==> src/hw/rtl/morton_neighbor_index_generator_assert.svh <==
// ----------------------------------------------------------------------------
// Morton neighbour generator assertion macros
// Shared concurrent assertion forms used by the RTL of the neighbour generator.
// ----------------------------------------------------------------------------
`ifndef MORTON_NEIGHBOR_INDEX_GENERATOR_ASSERT_SVH
`define MORTON_NEIGHBOR_INDEX_GENERATOR_ASSERT_SVH

// consequent must hold in the same cycle as the antecedent
`define MNIG_ASSERT_SAME(label, clk, rst, ante, cons, msg) \
   label: assert property (@(posedge clk) disable iff (rst) (ante) |-> (cons)) else $error(msg);

// consequent must hold in the cycle after the antecedent
`define MNIG_ASSERT_NEXT(label, clk, rst, ante, cons, msg) \
   label: assert property (@(posedge clk) disable iff (rst) (ante) |=> (cons)) else $error(msg);

`endif

==> src/hw/rtl/mnig_pkg.sv <==
// ----------------------------------------------------------------------------
// Morton neighbour generator package
// Shared constants, register codes and control structs of the neighbour generator.
// ----------------------------------------------------------------------------
package mnig_pkg;

   // default number of bits per coordinate axis
   localparam int MAX_AXIS_BITS_DEF = 10;

   // configuration register widths
   localparam int CFG_BITS_W  = 4;
   localparam int CFG_MAX_W   = 10;
   localparam int CSR_DATA_W  = 10;
   localparam int CSR_INDEX_W = 2;

   // reset values of the configuration registers
   localparam logic [CFG_BITS_W-1:0] AXIS_BITS_RST = 4'd10;
   localparam logic [CFG_MAX_W-1:0]  MAX_COORD_RST = 10'd1023;

   // neighbour count per centre fits in five bits (at most 26)
   localparam int REM_W = 5;

   // configuration register indexes
   typedef enum logic [CSR_INDEX_W-1:0] {
      REG_AXIS_BITS = 2'd0,
      REG_MAX_I     = 2'd1,
      REG_MAX_J     = 2'd2,
      REG_MAX_K     = 2'd3
   } csr_reg_type;

   // per axis: number of components (1 to 3) and slot of the plain component
   typedef struct packed {
      logic [1:0] count;
      logic [1:0] centre;
   } axis_info_type;

   // hand-over of one centre from the component stage to the walker
   typedef struct packed {
      logic             load;
      logic [REM_W-1:0] total;
      axis_info_type    info_i;
      axis_info_type    info_j;
      axis_info_type    info_k;
   } job_ctrl_type;

endpackage

==> src/hw/rtl/mnig_csr.sv <==
// ----------------------------------------------------------------------------
// Morton neighbour generator configuration registers
// Holds axis width and maxima, and derives the dilated k mask and axis bounds.
// ----------------------------------------------------------------------------
module mnig_csr #(
   parameter int MAX_AXIS_BITS = mnig_pkg::MAX_AXIS_BITS_DEF
) (
   input  logic                               clock,
   input  logic                               reset,
   input  logic                               csr_valid,
   input  logic [mnig_pkg::CSR_INDEX_W-1:0]   csr_index,
   input  logic [mnig_pkg::CSR_DATA_W-1:0]    csr_data,
   output logic [3*MAX_AXIS_BITS-1:0]         mask_k,
   output logic [3*MAX_AXIS_BITS-1:0]         bound_i,
   output logic [3*MAX_AXIS_BITS-1:0]         bound_j,
   output logic [3*MAX_AXIS_BITS-1:0]         bound_k
);

   localparam int IDX_W = 3 * MAX_AXIS_BITS;
   localparam int EXT_W = (MAX_AXIS_BITS > mnig_pkg::CFG_MAX_W) ?
                          MAX_AXIS_BITS : mnig_pkg::CFG_MAX_W;

   logic [mnig_pkg::CFG_BITS_W-1:0] axis_bits_ff;
   logic [mnig_pkg::CFG_MAX_W-1:0]  max_i_ff;
   logic [mnig_pkg::CFG_MAX_W-1:0]  max_j_ff;
   logic [mnig_pkg::CFG_MAX_W-1:0]  max_k_ff;
   logic [EXT_W-1:0]                max_i_ext;
   logic [EXT_W-1:0]                max_j_ext;
   logic [EXT_W-1:0]                max_k_ext;
   logic [IDX_W-1:0]                dil_i;
   logic [IDX_W-1:0]                dil_j;
   logic [IDX_W-1:0]                dil_k;

   // register writes, unknown indexes cannot occur with a two-bit index
   always_ff @(posedge clock) begin
      if (reset) begin
         axis_bits_ff <= mnig_pkg::AXIS_BITS_RST;
         max_i_ff     <= mnig_pkg::MAX_COORD_RST;
         max_j_ff     <= mnig_pkg::MAX_COORD_RST;
         max_k_ff     <= mnig_pkg::MAX_COORD_RST;
      end else if (csr_valid) begin
         unique case (mnig_pkg::csr_reg_type'(csr_index))
            mnig_pkg::REG_AXIS_BITS: axis_bits_ff <= csr_data[mnig_pkg::CFG_BITS_W-1:0];
            mnig_pkg::REG_MAX_I:     max_i_ff     <= csr_data[mnig_pkg::CFG_MAX_W-1:0];
            mnig_pkg::REG_MAX_J:     max_j_ff     <= csr_data[mnig_pkg::CFG_MAX_W-1:0];
            mnig_pkg::REG_MAX_K:     max_k_ff     <= csr_data[mnig_pkg::CFG_MAX_W-1:0];
         endcase
      end
   end

   assign max_i_ext = EXT_W'(max_i_ff);
   assign max_j_ext = EXT_W'(max_j_ff);
   assign max_k_ext = EXT_W'(max_k_ff);

   // dilate mask and maxima: axis width of zero acts as one, saturates at the top
   always_comb begin
      mask_k = '0;
      dil_i  = '0;
      dil_j  = '0;
      dil_k  = '0;
      for (int b = 0; b < MAX_AXIS_BITS; b++) begin
         if ((b == 0) || (int'(axis_bits_ff) > b)) begin
            mask_k[3*b] = 1'b1;
            dil_i[3*b]  = max_i_ext[b];
            dil_j[3*b]  = max_j_ext[b];
            dil_k[3*b]  = max_k_ext[b];
         end
      end
   end

   // bounds sit at the lane of their axis
   assign bound_i = dil_i << 2;
   assign bound_j = dil_j << 1;
   assign bound_k = dil_k;

endmodule

==> src/hw/rtl/mnig_axis.sv <==
// ----------------------------------------------------------------------------
// Morton neighbour generator axis unit
// Builds the minus, plain and plus dilated components of one coordinate axis.
// ----------------------------------------------------------------------------
module mnig_axis #(
   parameter int IDX_W = 3 * mnig_pkg::MAX_AXIS_BITS_DEF
) (
   input  logic [IDX_W-1:0]          centre,
   input  logic [IDX_W-1:0]          mask,
   input  logic [IDX_W-1:0]          bound,
   output logic [2:0][IDX_W-1:0]     comp,
   output mnig_pkg::axis_info_type   info
);

   logic [IDX_W-1:0] plain;
   logic [IDX_W-1:0] minus;
   logic [IDX_W-1:0] plus;
   logic             has_minus;
   logic             has_plus;

   // masked dilated decrement and increment
   assign plain     = centre & mask;
   assign minus     = (plain - IDX_W'(1)) & mask;
   assign plus      = ((centre | ~mask) + IDX_W'(1)) & mask;
   assign has_minus = (plain != '0);
   assign has_plus  = (plain != bound);

   // pack present components in the order minus, plain, plus
   always_comb begin
      comp[0] = has_minus ? minus : plain;
      comp[1] = has_minus ? plain : plus;
      comp[2] = plus;
      info.count  = 2'd1 + {1'b0, has_minus} + {1'b0, has_plus};
      info.centre = {1'b0, has_minus};
   end

endmodule

==> src/hw/rtl/mnig_walker.sv <==
// ----------------------------------------------------------------------------
// Morton neighbour generator walker
// Holds one centre's components and steps through all neighbour combinations.
// ----------------------------------------------------------------------------
`include "morton_neighbor_index_generator_assert.svh"

module mnig_walker #(
   parameter int IDX_W = 3 * mnig_pkg::MAX_AXIS_BITS_DEF
) (
   input  logic                      clock,
   input  logic                      reset,
   input  mnig_pkg::job_ctrl_type    job,
   input  logic [2:0][IDX_W-1:0]     comp_i,
   input  logic [2:0][IDX_W-1:0]     comp_j,
   input  logic [2:0][IDX_W-1:0]     comp_k,
   output logic                      job_free,
   output logic                      rsp_strobe,
   output logic [IDX_W-1:0]          rsp_neighbor_index,
   output logic                      rsp_last
);

   typedef struct packed {
      logic [1:0] a;
      logic [1:0] b;
      logic [1:0] d;
   } pos_type;

   logic                          job_valid_ff;
   logic                          job_valid_in;
   logic [mnig_pkg::REM_W-1:0]    remain_ff;
   pos_type                       pos_ff;
   mnig_pkg::axis_info_type       info_i_ff;
   mnig_pkg::axis_info_type       info_j_ff;
   mnig_pkg::axis_info_type       info_k_ff;
   logic [2:0][IDX_W-1:0]         comp_i_ff;
   logic [2:0][IDX_W-1:0]         comp_j_ff;
   logic [2:0][IDX_W-1:0]         comp_k_ff;
   logic                          rsp_strobe_ff;
   logic [IDX_W-1:0]              rsp_index_ff;
   logic [IDX_W-1:0]              rsp_index_in;
   logic                          rsp_last_ff;
   logic                          last_beat;
   logic                          on_centre;
   logic                          job_ends;
   pos_type                       first_pos;
   pos_type                       step_pos;
   pos_type                       next_pos;

   // mixed-radix step, k innermost
   function automatic pos_type step(input pos_type p, input mnig_pkg::axis_info_type jj,
                                    input mnig_pkg::axis_info_type kk);
      pos_type r;
      r = p;
      if (p.d + 2'd1 == kk.count) begin
         r.d = 2'd0;
         if (p.b + 2'd1 == jj.count) begin
            r.b = 2'd0;
            r.a = p.a + 2'd1;
         end else begin
            r.b = p.b + 2'd1;
         end
      end else begin
         r.d = p.d + 2'd1;
      end
      return r;
   endfunction

   function automatic logic is_centre(input pos_type p, input mnig_pkg::axis_info_type ii,
                                      input mnig_pkg::axis_info_type jj,
                                      input mnig_pkg::axis_info_type kk);
      return (p.a == ii.centre) && (p.b == jj.centre) && (p.d == kk.centre);
   endfunction

   // first combination of a new centre skips the centre itself
   always_comb begin
      first_pos = '0;
      if (is_centre(first_pos, job.info_i, job.info_j, job.info_k)) begin
         first_pos = step(first_pos, job.info_j, job.info_k);
      end
   end

   // next combination, skipping the centre once
   always_comb begin
      step_pos = step(pos_ff, info_j_ff, info_k_ff);
      next_pos = step_pos;
      if (is_centre(step_pos, info_i_ff, info_j_ff, info_k_ff)) begin
         next_pos = step(step_pos, info_j_ff, info_k_ff);
      end
   end

   // current neighbour and hand-over control
   assign last_beat    = (remain_ff == mnig_pkg::REM_W'(1));
   assign job_free     = !job_valid_ff || last_beat;
   assign rsp_index_in = comp_i_ff[pos_ff.a] | comp_j_ff[pos_ff.b] | comp_k_ff[pos_ff.d];

   always_comb begin
      job_valid_in = job_valid_ff;
      if (job.load) begin
         job_valid_in = 1'b1;
      end else if (last_beat) begin
         job_valid_in = 1'b0;
      end
   end

   // control registers
   always_ff @(posedge clock) begin
      if (reset) begin
         job_valid_ff  <= 1'b0;
         rsp_strobe_ff <= 1'b0;
      end else begin
         job_valid_ff  <= job_valid_in;
         rsp_strobe_ff <= job_valid_ff;
      end
   end

   // job and result payload
   always_ff @(posedge clock) begin
      if (job.load) begin
         pos_ff    <= first_pos;
         remain_ff <= job.total;
         info_i_ff <= job.info_i;
         info_j_ff <= job.info_j;
         info_k_ff <= job.info_k;
         comp_i_ff <= comp_i;
         comp_j_ff <= comp_j;
         comp_k_ff <= comp_k;
      end else if (job_valid_ff) begin
         pos_ff    <= next_pos;
         remain_ff <= remain_ff - mnig_pkg::REM_W'(1);
      end
      rsp_index_ff <= rsp_index_in;
      rsp_last_ff  <= last_beat;
   end

   assign rsp_strobe         = rsp_strobe_ff;
   assign rsp_neighbor_index = rsp_index_ff;
   assign rsp_last           = rsp_last_ff;

   // check terms
   assign on_centre = is_centre(pos_ff, info_i_ff, info_j_ff, info_k_ff);
   assign job_ends  = job_valid_ff && last_beat && !job.load;

   // checks
   `MNIG_ASSERT_SAME(a_remain_live, clock, reset, job_valid_ff, remain_ff != '0, "no beats left")
   `MNIG_ASSERT_SAME(a_not_centre, clock, reset, job_valid_ff, !on_centre, "walker on centre cell")
   `MNIG_ASSERT_SAME(a_load_free, clock, reset, job.load, job_free, "load over busy job")
   `MNIG_ASSERT_NEXT(a_strobe, clock, reset, job_valid_ff, rsp_strobe_ff, "no result beat")
   `MNIG_ASSERT_NEXT(a_last_ends, clock, reset, job_ends, !job_valid_ff, "job outlived last beat")

endmodule

==> src/hw/rtl/morton_neighbor_index_generator.sv <==
// ----------------------------------------------------------------------------
// Morton neighbour index generator
// Emits the Morton indices of the 3x3x3 neighbourhood of a centre cell.
// ----------------------------------------------------------------------------
// Usage:
//   A centre index is taken on a rising edge with start high and busy low. It
//   is registered, split into minus, plain and plus components per axis, and
//   handed to the walker, which puts out one neighbour index per cycle with
//   rsp_strobe high, i outermost, each axis in the order minus, plain, plus.
//   rsp_last marks the final neighbour of a centre; a centre without
//   neighbours gives no beat at all.
//   The centre passes through the input register, the walker's job registers
//   and the result register; a busy walker holds it in the input register.
//   The walker puts out one beat per cycle while it has a job; a centre gives
//   as many beats as it has neighbours (up to 26). One further centre waits in
//   the input register, so busy only rises while the walker is still working
//   and a centre is already waiting.
//   The receiver cannot stall: each beat is valid for exactly one cycle.
//   Configuration writes (csr_valid, csr_ready always high) must be made while
//   the block is idle; the block does not enforce this. Reset is synchronous:
//   it empties the pipeline and sets axis_bits to 10 and all maxima to 1023.
// ----------------------------------------------------------------------------
module morton_neighbor_index_generator #(
   parameter int MAX_AXIS_BITS = mnig_pkg::MAX_AXIS_BITS_DEF
) (
   input  logic                               clock,
   input  logic                               reset,
   input  logic                               start,
   output logic                               busy,
   input  logic [3*MAX_AXIS_BITS-1:0]         req_center_index,
   output logic                               rsp_strobe,
   output logic [3*MAX_AXIS_BITS-1:0]         rsp_neighbor_index,
   output logic                               rsp_last,
   input  logic                               csr_valid,
   output logic                               csr_ready,
   input  logic [mnig_pkg::CSR_INDEX_W-1:0]   csr_index,
   input  logic [mnig_pkg::CSR_DATA_W-1:0]    csr_data
);

   localparam int IDX_W = 3 * MAX_AXIS_BITS;

   logic                          s1_valid_ff;
   logic                          s1_valid_in;
   logic [IDX_W-1:0]              s1_index_ff;
   logic [IDX_W-1:0]              s1_index_in;
   logic                          accept;
   logic                          s1_advance;
   logic                          no_neighbours;
   logic                          job_free;
   logic [IDX_W-1:0]              mask_k;
   logic [IDX_W-1:0]              bound_i;
   logic [IDX_W-1:0]              bound_j;
   logic [IDX_W-1:0]              bound_k;
   logic [IDX_W-1:0]              centre;
   logic [2:0][IDX_W-1:0]         comp_i;
   logic [2:0][IDX_W-1:0]         comp_j;
   logic [2:0][IDX_W-1:0]         comp_k;
   mnig_pkg::axis_info_type       info_i;
   mnig_pkg::axis_info_type       info_j;
   mnig_pkg::axis_info_type       info_k;
   logic [mnig_pkg::REM_W-1:0]    combos;
   mnig_pkg::job_ctrl_type        job;

   // configuration registers
   assign csr_ready = 1'b1;

   mnig_csr #(
      .MAX_AXIS_BITS (MAX_AXIS_BITS)
   ) u_csr (
      .clock     (clock),
      .reset     (reset),
      .csr_valid (csr_valid),
      .csr_index (csr_index),
      .csr_data  (csr_data),
      .mask_k    (mask_k),
      .bound_i   (bound_i),
      .bound_j   (bound_j),
      .bound_k   (bound_k)
   );

   // input register handshake
   assign s1_advance  = s1_valid_ff && (no_neighbours || job_free);
   assign busy        = s1_valid_ff && !s1_advance;
   assign accept      = start && !busy;
   assign s1_valid_in = accept || busy;
   assign s1_index_in = accept ? req_center_index : s1_index_ff;

   always_ff @(posedge clock) begin
      if (reset) begin
         s1_valid_ff <= 1'b0;
      end else begin
         s1_valid_ff <= s1_valid_in;
      end
   end

   always_ff @(posedge clock) begin
      s1_index_ff <= s1_index_in;
   end

   // per-axis components of the registered centre
   assign centre = s1_index_ff & (mask_k | (mask_k << 1) | (mask_k << 2));

   mnig_axis #(.IDX_W (IDX_W)) u_axis_i (
      .centre (centre),
      .mask   (mask_k << 2),
      .bound  (bound_i),
      .comp   (comp_i),
      .info   (info_i)
   );

   mnig_axis #(.IDX_W (IDX_W)) u_axis_j (
      .centre (centre),
      .mask   (mask_k << 1),
      .bound  (bound_j),
      .comp   (comp_j),
      .info   (info_j)
   );

   mnig_axis #(.IDX_W (IDX_W)) u_axis_k (
      .centre (centre),
      .mask   (mask_k),
      .bound  (bound_k),
      .comp   (comp_k),
      .info   (info_k)
   );

   // neighbour count is the product of component counts less the centre
   assign combos = mnig_pkg::REM_W'(info_i.count) * mnig_pkg::REM_W'(info_j.count)
                 * mnig_pkg::REM_W'(info_k.count);
   assign no_neighbours = (combos == mnig_pkg::REM_W'(1));

   always_comb begin
      job.load   = s1_valid_ff && !no_neighbours && job_free;
      job.total  = combos - mnig_pkg::REM_W'(1);
      job.info_i = info_i;
      job.info_j = info_j;
      job.info_k = info_k;
   end

   // neighbour walker and result register
   mnig_walker #(.IDX_W (IDX_W)) u_walker (
      .clock              (clock),
      .reset              (reset),
      .job                (job),
      .comp_i             (comp_i),
      .comp_j             (comp_j),
      .comp_k             (comp_k),
      .job_free           (job_free),
      .rsp_strobe         (rsp_strobe),
      .rsp_neighbor_index (rsp_neighbor_index),
      .rsp_last           (rsp_last)
   );

endmodule

==> config.mk <==
export PLATFORM = sky130hd
export DESIGN_NAME = morton_neighbor_index_generator
export DESIGN_NICKNAME = d
export VERILOG_FILES = /design/src/hw/rtl/mnig_pkg.sv /design/src/hw/rtl/mnig_csr.sv /design/src/hw/rtl/mnig_axis.sv /design/src/hw/rtl/mnig_walker.sv /design/src/hw/rtl/morton_neighbor_index_generator.sv
export VERILOG_INCLUDE_DIRS = /design/src /design/src/hw/rtl
export SDC_FILE = /design/constraint.sdc
export NUM_CORES = 1
export LEC_CHECK = 0
export ABC_AREA = 0
export BUFFER_PORTS_ARGS = -buffer_cell sky130_fd_sc_hd__clkbuf_2
export CAP_MARGIN = 30
export CELL_PAD_IN_SITES_DETAIL_PLACEMENT = 1
export CELL_PAD_IN_SITES_GLOBAL_PLACEMENT = 1
export CORE_MARGIN = 2
export CORE_UTILIZATION = 31
export DETAILED_ROUTE_END_ITERATION = 7
export PLACE_DENSITY = 0.51
export REMOVE_ABC_BUFFERS = 1
export SLEW_MARGIN = 25
export SYNTH_ARGS = -nofsm -noshare
export SYNTH_HDL_FRONTEND = slang
export SYNTH_HIERARCHICAL = 1
export SYNTH_SLANG_ARGS = --single-unit
==> constraint.sdc <==
create_clock -name clock -period 23.1 [get_ports clock]
set_input_delay 2.31 -clock clock [delete_from_list [all_inputs] [get_ports clock]]
set_output_delay 2.31 -clock clock [all_outputs]
set_load 0.05 [all_outputs]
==> summary.txt, run 1 <==
Outcome
  • Status: complete, no violations

Logic synthesis
  • Yosys reg bits: slightly below 400
  • Number of enable flip-flop cells after synthesis: ~320
  • Synth area leader: edfxtp_1
  • Yosys top cell area share: between 40% and 50%
  • Async SR Flop Fraction: 0%
  • Mapped Cells: ~2200
  • Mapped Area: 23400 µm²
  • Most common cell in the netlist: edfxtp_1
  • Most frequently used flop master after synthesis: edfxtp_1
  • Mean post-synth cell area: approximately 11 µm²
  • Area contributors post-synth: edfxtp_1 (41%), mux2i_1 (8.9%), dfxtp_1 (5.8%)
  • Sequential area share after synthesis: between 40% and 50%
  • Synth top cells by count: edfxtp_1 (321), mux2i_1 (208), nand2_1 (187)
  • Count of cell types in the netlist: 80
  • Yosys warnings: 6

Timing
  • Final min period: around 9.3 ns
  • Final Setup Violations: 0
  • Slew @ Worst Pin: around 1.0 ns
  • Fmax: 0.107 GHz
  • Tcrit/Tclk final: 40.4%
  • Fin. max-slew vios: 0
  • Slew HR: between 30% and 40%
  • Endpoints failing hold: 0
  • Unrepaired setup endpoints after global routing: false
  • Max Clock Skew: around 0.05 ns
  • Hold WS: around 0.47 ns
  • TNS Setup: 0 ns

Die
  • Die boundary width: 279 µm
  • Core area: ~75000 µm²
  • I/O pins: 80
  • Initial core utilization: a little under a third
  • Die area: 77700 µm²
  • Row cnt: 100
  • Die Y: around 280 µm

Route
  • Iter 0 DRT Violations: roughly 1400
  • # DRC: 0
  • Drt wl/cell: 27.3 µm
  • Antenna Nets Post-Route: 0
  • Via density per instance: ~5.4
  • Drt total wl: around 90 mm
  • Drt first pass iters: 8
  • Routed vias: 17724

Critical path
  • Crit-path max FO: 22
  • Crit Path Class: reg2out
  • Worst EP arrival: roughly 7.0 ns
  • Setup crit start kind: flop
  • Critical Path Start: u_csr/axis_bits_ff[1]$_SDFFE_PP1P_
  • CP endpoint kind: output pin
  • Reg2reg setup slack: around 15 ns
  • Critical Path RT: 20.79 ns
  • Worst R2R Start: u_csr/axis_bits_ff[1]$_SDFFE_PP1P_

Power and ir drop
  • Maximum VDD drop: between 50 and 60 µV
  • Leakage power: 0.00998 µW
  • Total chip power: ~2100 µW
  • Power per cell area: 81.0 nW/µm²

GRT
  • Gr ovfl total: 0
  • Initial antenna violation count: 4
  • Vias in the first global route: 18153
  • First-pass GRT wire length: around 130 mm
  • Largest net degree at the start of global routing: about 190
  • Gr usage total: 22.9%

Layout
  • Fill cell count: 8311
  • Fin util: 35.1%
  • Area Overhead vs Synth: 11.7%
  • Final nets: roughly 2400
  • Fin area: approximately 26000 µm²
  • Fraction of layout instances using a drive strength above 1: between 10% and 20%
  • Sequential Area: ~11000 µm²
  • Multi-input gate area: 11600 µm²
  • Antenna diode count: 0

Clock tree
  • Post-CTS Setup Repair Bufs: 0
  • CTS H-tree depth: 2
  • Post-CTS Hold Fix Bufs: 0
  • Worst-Skew Late Latency: 0.61 ns
  • CTS max path bufs: 3
  • Num CTS Buffers: 47
  • TritonCTS clock tree: done
  • Post-CTS Resized: 0
  • CTS Sinks: approximately 390
  • Root buffer cell: clkbuf_16
  • Reg clk slew, reported paths: about 0.06 ns

Placed design
  • Port bufs: 78
  • Routability cong.: 0.933
  • Detailed Place HPWL: 65.1 mm
  • Cell Area, Placed: 24600 µm²

Hold path
  • Min-delay src: u_walker/comp_k_ff[62]$_DFFE_PP_
  • HP Class: reg2reg

Job
  • Number of max-cap violations: 0
[final timing paths]
| kind | cells past startpoint | to |
|---|---|---|
| min | 2 | u_walker/rsp_neighbor_index[2]$_DFF_P_ |
| max | 21 | busy |
| min reg2reg | 2 | u_walker/rsp_neighbor_index[2]$_DFF_P_ |
| max reg2reg | 22 | u_walker/comp_i_ff[48]$_DFFE_PP_ |
[registers in the layout, indices dropped and copies added (netlist names)]
name,cells
u_walker/comp_k_ff,90
s1_valid_ff,1
s1_index_ff,30
u_walker/info_j_ff,4
u_walker/rsp_neighbor_index,30
u_csr/max_k_ext,10
u_walker/comp_i_ff,90
u_walker/info_i_ff,2
u_walker/rsp_last,1
u_walker/job_valid_ff,1
u_csr/axis_bits_ff,4
u_walker/pos_ff,6
u_walker/info_k_ff,4
u_csr/max_i_ext,10
u_walker/rsp_strobe,1
u_csr/max_j_ext,10
u_walker/comp_j_ff,90
u_walker/remain_ff,5
[layout make-up]
| cell class | count | share of cell area [%] |
|---|---|---|
| multi-input combinational | 1693 | 44.3 |
| clock inverter | 22 | 0.857 |
| timing repair buffer | 110 | 2.61 |
| tap | 969 | 4.64 |
| inverter | 47 | 0.675 |
| clock buffer | 66 | 4.89 |
| sequential | 389 | 42.1 |
[cells by family (layout without fill, tap and decap cells)]
group | Yosys count | after routing | share of synthesized area [%]
mux | 214 | 214 | 9.20
compound gates | 335 | 335 | 10.5
other cells | 7 | 97 | 0.112
flops | 389 | 389 | 47.0
buf+inv | 209 | 245 | 5.15
simple gates | 841 | 841 | 19.9
fa+ha+maj | 22 | 22 | 1.21
xor+xnor | 184 | 184 | 6.92
[metal layers]
layer / routed length (µm) / track usage (%) / share of wire, % / up-vias
li1: - / - / - / 8118
met1: 39900 / 30.5 / 44 / 8965
met2: 42600 / 38.2 / 47 / 510
met3: 4600 / 3.25 / 5.1 / 131
met4: 3020 / 7.46 / 3.4 / 0
met5: 0 / 0 / 0 / -
[stage by stage]
stage,cells,setup slack (ns)
detailed placement,3206,14.46
global route,3296,13.42
floorplan,2129,3.66
finish,3296,13.77
global placement,3206,14.63
CTS,3294,13.79
[critical path, cell delays in order, from the launching register on]
cell and delay, ns:
dfxtp_1 0.40, o21ai_0 0.41, nand2_1 0.51, o31a_1 0.63, a222oi_1 0.50, and3_1 0.53
and4_1 0.34, nand2_2 0.08, inv_2 0.51, ha_1 0.34, inv_1 0.14, and2_1 0.15
ha_1 0.13, and2_1 0.12, ha_1 0.17, inv_1 0.07, fa_1 0.46, xor2_2 0.22
nand3_2 0.11, a21oi_2 0.22, nor2_1 0.08, clkbuf_2 0.24
[cells in the final DEF (no fill, tap or decap), types with 44 or more instances in the layout]
| cell | instances |
|---|---|
| nand2_1 | 187 |
| nor2_1 | 105 |
| dfxtp_1 | 68 |
| nand4_1 | 58 |
| xnor2_1 | 110 |
| nand3_1 | 75 |
| nor2b_1 | 60 |
| conb_1 | 97 |
| inv_1 | 44 |
| edfxtp_1 | 321 |
| and2_1 | 107 |
| clkbuf_2 | 78 |
| clkbuf_16 | 47 |
| xor2_1 | 73 |
| mux2i_1 | 208 |
| a22o_1 | 51 |
| nand2b_1 | 75 |
| o21ai_0 | 55 |
[where the power goes]
part / switching, µW / internal [µW] / total [µW] / leakage (µW)
registers: 28.1 / 845 / 873 / 0.00362
clock network: 300 / 431 / 731 / 0.000728
logic: 361 / 154 / 515 / 0.00563
total: 689 / 1430 / 2120 / 0.00998
Note: power is estimated with default switching activity, not from simulation.
==> run 2, diff against run 1 <==
==> constraint.sdc (replaced) <==
create_clock -name clock -period 9.15 [get_ports clock]
set_input_delay 0.915 -clock clock [delete_from_list [all_inputs] [get_ports clock]]
set_output_delay 0.915 -clock clock [all_outputs]
set_load 0.05 [all_outputs]
==> run 2 against run 1 <==
Compared with the run above: combinational power rose to 2.6 times the previous value; clock-buffer cell count did not move; sequential power rose to 2.5 times the previous value; global-route usage rose by 0.40 points; core utilization barely moved; sequential share of layout area barely moved; non-clock buffer count rose by 3; first-iteration DRC count fell by 4.3%; critical path depth did not move; wire length rose by 1.9%; critical endpoint unchanged; highest routed layer unchanged.
==> summary.txt, run 2 (synthesis gave the netlist of run 1 again) <==
Power and ir drop
  • Power per cell area: between 200 and 250 nW/µm²
  • Maximum VDD drop: ~120 µV
  • Leakage power: 0.00999 µW

GRT
  • Gr ovfl total: 0
  • Vias in the first global route: ~18000
  • Largest net degree at the start of global routing: about 130
  • Busiest layer in global routing: met2
  • First-pass GRT wire length: 132 mm
  • Met1 GRT Util: 31.1%
  • Grt met3 use: approximately 2.8%
  • Met2 Usage GRT: about two fifths
  • Initial antenna violation count: 2
  • Gr usage total: a little under a quarter

Route
  • Via density per instance: 5.40
  • Routed vias: around 18000
  • Iter 0 DRT Violations: ~1300
  • Drt total wl: between 90 and 100 mm
  • Antenna Nets Post-Route: 0
  • # DRC: 0
  • Drt first pass iters: 7
  • Drt wl/cell: 27.8 µm

Clock tree
  • Reg clk slew, reported paths: roughly 0.060 ns
  • Num CTS Buffers: 48
  • CTS H-tree depth: 2
  • CTS max path bufs: 3
  • CTS Sinks: 389
  • Root buffer cell: clkbuf_16
  • TritonCTS clock tree: done
  • Post-CTS Hold Fix Bufs: 0
  • Worst-Skew Late Latency: approximately 0.61 ns
  • Post-CTS Setup Repair Bufs: 0
  • Post-CTS Resized: 0

Critical path
  • CP endpoint kind: output pin
  • Crit Path Class: reg2out
  • Critical Path RT: ~8 ns
  • Setup crit start kind: flop
  • Crit-path max FO: 17
  • Worst EP arrival: about 7 ns

Placed design
  • Detailed Place HPWL: 65.3 mm
  • Port bufs: 78
  • Routability cong.: between 0.8 and 0.9

Timing
  • Fin. max-slew vios: 0
  • Fmax: approximately 0.13 GHz
  • Hold WS: around 0.47 ns
  • Final Setup Violations: 0
  • TNS Setup: 0 ns
  • Slew HR: between 30% and 40%
  • Unrepaired setup endpoints after global routing: false
  • Endpoints failing hold: 0
  • Tcrit/Tclk final: between 80% and 90%
  • Final min period: slightly below 8 ns
  • Slew @ Worst Pin: between 0.9 and 1 ns
  • Max Clock Skew: about 0.032 ns

Layout
  • Area Overhead vs Synth: 11.6%
  • Top flop regs: u_walker/comp_i_ff (90), u_walker/comp_j_ff (90), u_walker/comp_k_ff (90)
  • Commonest non-fill, non-tap cell in the layout: edfxtp_1
  • Commonest cells after routing, fill and taps aside: edfxtp_1 (321), mux2i_1 (208), nand2_1 (187)
  • Final nets: roughly 2400
  • Fraction of layout instances using a drive strength above 1: 11.3%

Die
  • I/O pins: 80
  • Die Y: 279 µm
  • Die area: around 80000 µm²
  • Core area: ~75000 µm²
  • Row cnt: 100
  • Die boundary width: about 280 µm
  • Initial core utilization: between 30% and 40%

Hold path
  • HP Class: reg2reg

Job
  • Number of max-cap violations: 0

Outcome
  • Status: complete, no violations
[run 2: cell types whose count changed in the layout (fill, tap and decap cells not counted), sizes merged]
cell      change
buf           +3
bufinv        -2
clkinv        +6
clkinvlp      -2
diode         +1
inv           -1
[run 2: metrics by stage]
step / std cells / util, % / setup slack (ns) / power [µW] / instance area, µm²
after floorplan: 2129 / - / -10.29 / 3110 / 22700
after global placement: 3211 / 33.0 / 1.95 / 3480 / 24600
after detailed placement: 3211 / 33.0 / 1.80 / 3500 / 24600
after CTS: 3300 / 35.0 / 1.45 / 5350 / 26100
after global routing: 3300 / 35.0 / 0.853 / 5580 / 26100
final: 3301 / 35.0 / 1.42 / 5360 / 26100
[run 2: critical path, cell delays in order, from the launching register on]
cell and delay, ns:
dfxtp_1 0.54, a31oi_1 0.28, inv_1 0.50, o31a_1 0.52, nand2_1 0.26, xnor2_1 0.19, nor4_1 0.61, nand4_1 0.17
nor4_1 0.62, ha_1 0.36, inv_1 0.15, and2_1 0.17, ha_1 0.14, and2_1 0.12, ha_1 0.16, inv_1 0.06
fa_1 0.45, xor2_2 0.22, nand3_2 0.11, a21oi_2 0.22, nor2_1 0.09, clkbuf_2 0.24
[run 2: final timing paths]
| kind | from | end | slack, ns | depth (start not counted) |
|---|---|---|---|---|
| worst max register to register | u_csr/axis_bits_ff[2]$_SDFFE_PP0P_ | s1_index_ff[14]$_DFFE_PP_ | 1.86 | 21 |
| worst min-delay path | u_walker/comp_k_ff[60]$_DFFE_PP_ | u_walker/rsp_neighbor_index[0]$_DFF_P_ | 0.47 | 2 |
| worst min register to register | u_walker/comp_k_ff[60]$_DFFE_PP_ | u_walker/rsp_neighbor_index[0]$_DFF_P_ | 0.47 | 2 |
| worst max-delay path | u_csr/axis_bits_ff[2]$_SDFFE_PP0P_ | busy | 1.42 | 21 |
[run 2: layer usage]
layer | vias up | wire length (µm)
met5 | - | 0
met4 | 0 | 2070
met3 | 109 | 4000
met2 | 432 | 44700
met1 | 9149 | 41000
li1 | 8141 | -
[run 2: layout make-up]
cell class              instances  area (µm²)
diodes                          1        2.50
flip-flops and latches        389       11000
clock buffers                  66        1310
well taps                     969        1210
multi-input cells            1693       11600
clock inverters                23         171
repair buffers                113         678
fillers                      8261       48400
inverters                      47         176
[run 2: power breakdown]
| group | leakage [µW] | switching, µW | internal, µW |
|---|---|---|---|
| Clock | 0.000732 | 778 | 1060 |
| Sequential | 0.00362 | 62.6 | 2130 |
| Combinational | 0.00563 | 938 | 387 |
| Total | 0.00999 | 1780 | 3580 |
